--- src/sv/ucwc_pkg.sv ---
package ucwc_pkg;

    // Decoder state carried from one byte to the next
    typedef struct packed {
        logic [1:0]  pending;
        logic [20:0] accum;
        logic        failed;
    } t_state;

    localparam int unsigned CodeW = 21;

    // Leading bit patterns of UTF-8 bytes
    localparam logic [1:0] CONT_TAG  = 2'b10;
    localparam logic [2:0] LEAD2_TAG = 3'b110;
    localparam logic [3:0] LEAD3_TAG = 4'b1110;
    localparam logic [4:0] LEAD4_TAG = 5'b11110;

    localparam logic [7:0] PRINT_LO = 8'd32;
    localparam logic [7:0] PRINT_HI = 8'd126;

    // Whitelisted code point ranges and single code points
    localparam logic [CodeW-1:0] CJK_LO     = 21'h04E00;
    localparam logic [CodeW-1:0] CJK_HI     = 21'h09FFF;
    localparam logic [CodeW-1:0] EXT_A_LO   = 21'h03400;
    localparam logic [CodeW-1:0] EXT_A_HI   = 21'h04DBF;
    localparam logic [CodeW-1:0] EXT_B_LO   = 21'h20000;
    localparam logic [CodeW-1:0] EXT_B_HI   = 21'h2A6DF;
    localparam logic [CodeW-1:0] EXT_CF_LO  = 21'h2A700;
    localparam logic [CodeW-1:0] EXT_CF_HI  = 21'h2EBEF;
    localparam logic [CodeW-1:0] EXT_GH_LO  = 21'h30000;
    localparam logic [CodeW-1:0] EXT_GH_HI  = 21'h323AF;
    localparam logic [CodeW-1:0] COMPAT_LO  = 21'h0F900;
    localparam logic [CodeW-1:0] COMPAT_HI  = 21'h0FAFF;
    localparam logic [CodeW-1:0] COMPS_LO   = 21'h2F800;
    localparam logic [CodeW-1:0] COMPS_HI   = 21'h2FA1F;
    localparam logic [CodeW-1:0] PT_MIDDOT  = 21'h000B7;
    localparam logic [CodeW-1:0] PT_EMDASH  = 21'h02014;
    localparam logic [CodeW-1:0] PT_LPAREN  = 21'h0FF08;
    localparam logic [CodeW-1:0] PT_RPAREN  = 21'h0FF09;
    localparam logic [CodeW-1:0] PT_COLON   = 21'h0FF1A;

endpackage

--- src/sv/ucwc_whitelist.sv ---
module ucwc_whitelist (
    input  logic [ucwc_pkg::CodeW-1:0] i_code,
    output logic                       o_hit
);

    logic w_range;
    logic w_point;

    always_comb begin
        w_range = (i_code >= ucwc_pkg::CJK_LO    && i_code <= ucwc_pkg::CJK_HI)    ||
                  (i_code >= ucwc_pkg::EXT_A_LO  && i_code <= ucwc_pkg::EXT_A_HI)  ||
                  (i_code >= ucwc_pkg::EXT_B_LO  && i_code <= ucwc_pkg::EXT_B_HI)  ||
                  (i_code >= ucwc_pkg::EXT_CF_LO && i_code <= ucwc_pkg::EXT_CF_HI) ||
                  (i_code >= ucwc_pkg::EXT_GH_LO && i_code <= ucwc_pkg::EXT_GH_HI) ||
                  (i_code >= ucwc_pkg::COMPAT_LO && i_code <= ucwc_pkg::COMPAT_HI) ||
                  (i_code >= ucwc_pkg::COMPS_LO  && i_code <= ucwc_pkg::COMPS_HI);
        w_point = (i_code == ucwc_pkg::PT_MIDDOT) || (i_code == ucwc_pkg::PT_EMDASH) ||
                  (i_code == ucwc_pkg::PT_LPAREN) || (i_code == ucwc_pkg::PT_RPAREN) ||
                  (i_code == ucwc_pkg::PT_COLON);
        o_hit   = w_range || w_point;
    end

endmodule

--- src/sv/ucwc_step.sv ---
module ucwc_step (
    input  ucwc_pkg::t_state i_state,
    input  logic [7:0]       i_byte,
    output ucwc_pkg::t_state o_state
);

    logic [ucwc_pkg::CodeW-1:0] w_code;
    logic                       w_hit;

    // Code point after appending this continuation byte
    assign w_code = {i_state.accum[ucwc_pkg::CodeW-7:0], i_byte[5:0]};

    ucwc_whitelist u_whitelist (
        .i_code (w_code),
        .o_hit  (w_hit)
    );

    always_comb begin
        o_state = i_state;
        if (i_state.failed) begin
            // swallow everything until the final byte
            o_state = i_state;
        end else if (i_state.pending == 2'd0) begin
            priority if (!i_byte[7]) begin
                o_state.failed = (i_byte < ucwc_pkg::PRINT_LO) ||
                                 (i_byte > ucwc_pkg::PRINT_HI);
            end else if (i_byte[7:5] == ucwc_pkg::LEAD2_TAG) begin
                o_state.pending = 2'd1;
                o_state.accum   = {16'd0, i_byte[4:0]};
            end else if (i_byte[7:4] == ucwc_pkg::LEAD3_TAG) begin
                o_state.pending = 2'd2;
                o_state.accum   = {17'd0, i_byte[3:0]};
            end else if (i_byte[7:3] == ucwc_pkg::LEAD4_TAG) begin
                o_state.pending = 2'd3;
                o_state.accum   = {18'd0, i_byte[2:0]};
            end else begin
                o_state.failed = 1'b1;
            end
        end else if (i_byte[7:6] != ucwc_pkg::CONT_TAG) begin
            o_state.failed = 1'b1;
        end else begin
            o_state.accum   = w_code;
            o_state.pending = i_state.pending - 2'd1;
            o_state.failed  = (i_state.pending == 2'd1) && !w_hit;
        end
    end

endmodule

--- config.mk ---
export PLATFORM = sky130hd
export DESIGN_NAME = ucwc_step
export DESIGN_NICKNAME = d
export VERILOG_FILES = /design/src/sv/ucwc_pkg.sv /design/src/sv/ucwc_whitelist.sv /design/src/sv/ucwc_step.sv
export SDC_FILE = /design/constraint.sdc
export NUM_CORES = 1
export LEC_CHECK = 0
export CAP_MARGIN = 25
export CORE_MARGIN = 3
export CORE_UTILIZATION = 50
export DETAILED_ROUTE_END_ITERATION = 16
export DONT_BUFFER_PORTS = 1
export PLACE_DENSITY = 0.7
export SLEW_MARGIN = 20
export SYNTH_ARGS = -nofsm -noshare
export SYNTH_HDL_FRONTEND = slang
export SYNTH_HIERARCHICAL = 1
export SYNTH_SLANG_ARGS = --single-unit
--- constraint.sdc ---
create_clock -name vclk -period 1.8
set_input_delay 0.27 -clock vclk [all_inputs]
set_output_delay 0.27 -clock vclk [all_outputs]
set_load 0.005 [all_outputs]
**Yosys cells after proc, flatten, opt, wreduce, memory -nomap -nowiden**

Cells that the tools add are included.

- Magnitude comparators: 16
- Add/subtract/negate cells: 1
- Muxes and demuxes: 12
- Reduce and logical (&&, ||, !) cells: 22
- Equal/unequal tests: 10

Operators with widths:

| cell | number |
|---|---|
| 23-bit 2-to-1 mux | 5 |
| 21-bit by 18-bit >= comparator with 1-bit output, second input constant | 4 |
| 21-bit by 18-bit less-or-equal comparator with 1-bit output, second input constant | 4 |
| 21-bit by 16-bit equality test with 1-bit output, second input constant | 3 |
| 24-bit 2-to-1 mux | 2 |
| 21-bit by 16-bit less-or-equal comparator with 1-bit output, second input constant | 2 |
| 21-bit by 14-bit equality test with 1-bit output, second input constant | 1 |
| 21-bit by 8-bit equality test with 1-bit output, second input constant | 1 |
| 21-bit by 14-bit >= comparator with 1-bit output, second input constant | 1 |
| 21-bit by 15-bit >= comparator with 1-bit output, second input constant | 1 |
| 21-bit by 16-bit >= comparator with 1-bit output, second input constant | 1 |
| 21-bit by 15-bit less-or-equal comparator with 1-bit output, second input constant | 1 |
| 1-bit logical OR | 12 |
| 8-bit by 7-bit > comparator with 1-bit output, second input constant | 1 |
| 1-bit logical AND | 8 |
| 8-bit by 6-bit < comparator with 1-bit output, second input constant | 1 |
| 5-bit equality test, second input constant | 1 |
| 1-bit 2-to-1 mux | 5 |
| 4-bit equality test, second input constant | 1 |
| 3-bit equality test, second input constant | 1 |
| 2-bit by 1-bit equality test with 1-bit output, second input constant | 1 |
| 2-bit zero test | 1 |
| 2-bit inequality test, second input constant | 1 |
| 2-bit by 1-bit subtractor with 2-bit output, second input constant | 1 |
| 1-bit zero test | 1 |

- Bits of input ports: 32
- Output and inout port bits: 24
- Word-level logic and storage cells: 61
- Bits in registers: 0

**Logic depth before layout (Yosys ltp)**

- Word-level depth: 14
- Gate-level depth with buffers: 10
- Mapped depth without buffers: 9

**By module**

Netlist, hierarchy kept.

Modules (own cells, without submodules):

| module | cells an instance | seq. area each (um2) | times used | area an instance (um2) |
|---|---|---|---|---|
| ucwc_whitelist | 96 | 0.0 | 1 | 611.8 |
| ucwc_step | 57 | 0.0 | 1 | 435.4 |

**Worst setup path before layout**

OpenSTA, ideal clock, no wires.

- Path kind: input to output
- Start point: in i_state[8] (netlist name)
- End point: out o_state[0] (netlist name)
- Path buffers: 1
- Data arrival time: 1.567 ns
- Slack: -0.037 ns
- Required time: 1.530 ns
- Stages: 10
- Path through: buf_6 -> or3_4 -> a21oi_2 -> o32ai_1 -> o211ai_1 -> o2111ai_1 -> nand4b_1 -> nor2_1 -> nand2_1 -> o211ai_1

RTL lines:

| what | RTL line | RTL |
|---|---|---|
| from (decl) | ucwc_step.sv:2 | `input ucwc_pkg::t_state i_state,` |
| to (decl) | ucwc_step.sv:4 | `output ucwc_pkg::t_state o_state` |

==> impl_metrics.toml <==
[synth]
yosysTopAreaCell = "sky130_fd_sc_hd__a22o_1"
synth_fp_nets = 187
synthDistinctLibCells = 51
synth_compound_gate_area_share_pct = 41.8
netlist_instances = 153
synth_top_cell_area_share_pct = 15.1
synth.top_cells.by_area = "sky130_fd_sc_hd__a22o_1 (15%), sky130_fd_sc_hd__nand2_1 (4.3%), sky130_fd_sc_hd__nor2_1 (4.3%)"
yosys.area_share.xor_xnor_pct = 0
yosys-mux-area-fraction_pct = 3.94
synth-simple-area-share_pct = 43.4
synth_seq_area_share_pct = 0
synth.yosys.warnings = 6
avgSynthCellArea_um2 = 6.84
synth-adder-area-share_pct = 2.39
netlist_area_um2 = 1050
dominant_combinational_cell_family_by_area_after_synthesis = "simple AND/OR/NAND/NOR gates"

[timing]
timing.final.max_slew_violations = 0
layout_worst_path_cycle_share_pct = 104
setup_slack_ns = -0.0742
timing.fmax_mhz = 534
final-setup-viol-count = 1
final_hold_slack_ns = 0.601
final_period_minus_worst_setup_slack_ns = 1.87
rsz0062_at_grt = "true"
hold_violations = 0
worst_max_slew_pin_slew_ns = 0.417
maxSlewHeadroom_pct = 72.1

[floorplan]
initial_core_utilization_pct = 56.4
core_region_area_um2 = 1860
top_level_ports = 56
floorplan.rows = 15
die_area_um2 = 2680
floorplan.die.width_um = 51.8
die_h_um = 51.8

[grt]
groute.usage.overall_pct = 26.2
grt_first_pass_wirelength_um = 5620
grt_max_degree = 19
grt-ovfl-total = 0
initial_antenna_violation_count = 0
number_of_global_route_vias_before_repair = 1206

[place]
io_buffers = 0
detailedPlacementHpwl_um = 2650
place_congestion = 0.992
placedCellCount = 176

[layout]
count_of_clock_net_buffers_in_the_final_layout = 0
finalNonFillerCells = 176
area_growth_pct = 4.18
multiInputGateArea_um2 = 973
fillerInstances = 177
fin_nets = 187
antennaDiodeCount = 0
sequential_cell_area_um2 = 0
share_of_final_layout_standard_cells_stronger_than_drive_strength_1_pct = 15.2
layout.sequential_cells = 0

[min_path]
timing.hold.worst_endpoint = "o_state[22]"
timing.hold.worst.class = "in2out"
hold_path_depth = 1
hold_path.startpoint = "i_state[22]"

[route]
drc_viols = 0
wire_per_inst_um = 20.1
ant_nets = 0
drt_iter0_drc = 78
route.vias.total = 1320
drt_pre_antenna_iters = 4
drt_wl_total_um = 3550
post_drt_via_cell_ratio = 7.50

[critical_path]
worst_ep_arrival_time_ns = 1.60
timing.critical_path.cells = "or3_4 > a21oi_2 > o32ai_1 > o211ai_1 > o2111ai_1 > nand4b_1 > nor2_1 > nand2_1 > o211ai_1"
cp_slowest_stage_delay_ns = 0.38
crit_required_ns = 1.53
path_common_cell = "sky130_fd_sc_hd__o211ai_1"
timing.critical_path.to_type = "primary output"
worstPathMaxFanout = 14
worst_setup_path_start_kind = "input pin"
critPathSlowestCell = "sky130_fd_sc_hd__or3_4"
crit_type = "in2out"
crit_path_start = "i_state[10]"

[job]
cap_violations = 0

[power]
power.ir.vdd_worst_mv = 0.0895
power_density_relative_to_cell_area_nw_per_um2 = 158
power_leakage_nw = 0.382

[outcome]
violated_checks = "setup timing"
status = "finished with violations"

[clock_tree]
post-cts-setup-buffers = 0
## per-stage QoR
step	TNS, ns	util, %	cell area [um2]	setup slack [ns]	power, W
after floorplan	-0.0210	-	1050	-0.0210	0.000163
after global routing	-0.184	58.7	1090	-0.184	0.000189
after detailed placement	-0.0662	57.9	1080	-0.0662	0.000168
final	-0.0742	58.7	1090	-0.0742	0.000173
after CTS	-0.0615	57.9	1080	-0.0615	0.000170
after global placement	-0.0573	57.9	1080	-0.0573	0.000167
## cell usage after synthesis, types with 3 or more instances
cell and number:
sky130_fd_sc_hd__nand2_1 12, sky130_fd_sc_hd__inv_1 5, sky130_fd_sc_hd__a22o_1 18, sky130_fd_sc_hd__and3_1 3
sky130_fd_sc_hd__nand4_1 5, sky130_fd_sc_hd__nand3_1 5, sky130_fd_sc_hd__nor4_1 3, sky130_fd_sc_hd__o21ai_0 8
sky130_fd_sc_hd__nand4b_1 5, sky130_fd_sc_hd__a21oi_1 6, sky130_fd_sc_hd__nor2_1 12, sky130_fd_sc_hd__buf_2 8
sky130_fd_sc_hd__o2111ai_1 4, sky130_fd_sc_hd__nor3_1 8
## worst max path at each step
stage,to,slack [ns],depth (start not counted)
global route,o_state[0],-0.18,9
floorplan,o_state[0],-0.02,10
detailed placement,o_state[0],-0.07,9
global placement,o_state[0],-0.06,9
CTS,o_state[0],-0.06,9
finish,o_state[0],-0.07,9
## worst max-delay path, delay by kind of cell
family / cells / cell delay, ns
and+or+nand+nor: 4 / 0.72
AOI/OAI and AO/OA: 5 / 0.61
## layer usage
layer | vias up | GRT usage, % | share of wire (%)
li1 | 622 | - | -
met1 | 599 | 36.6 | 43
met2 | 95 | 44.7 | 46
met3 | 4 | 3.72 | 11
met4 | 0 | 0.873 | 0.65
met5 | - | 0 | 0
## timing repair
action                     4_1_cts  5_1_grt
hold buffers                     0        0
gates resized for setup          0        3
pin swaps                        0        0
setup endpoints to repair        1        2
## report_power, final
part	switching, W	total, W	internal, W	leakage (nW)
Combinational	0.0000838	0.000173	0.0000890	0.382
Sequential	0	0	0	0
Clock	0	0	0	0
## logic make-up after synthesis
logic type,after synthesis
buffers and inverters,16
AOI/OAI and AO/OA,57
adders and majority gates,2
muxes,3
and+or+nand+nor,75
## final cells by class
class                           count  share of cell area (%)
Timing Repair Buffer                9                    6.19
Multi-Input combinational cell    137                    89.2
Tap cell                           25                    2.87
Inverter                            5                    1.72
## layout by cell type, fill, tap and decap left out, drive strengths merged, types with 3 or more instances in the layout
master / synthesis / layout
a22o: 18 / 18
nor2: 13 / 13
nand2: 12 / 12
buf: 11 / 9
o21ai: 9 / 9
nor3: 9 / 9
a21oi: 8 / 8
nand4: 6 / 6
inv: 5 / 5
nand3: 5 / 5
nand4b: 5 / 5
o2111ai: 4 / 4
nor4: 3 / 3
and3: 3 / 3
mux2: 3 / 3
or3: 3 / 3
Note: power is estimated with default switching activity, not from simulation.
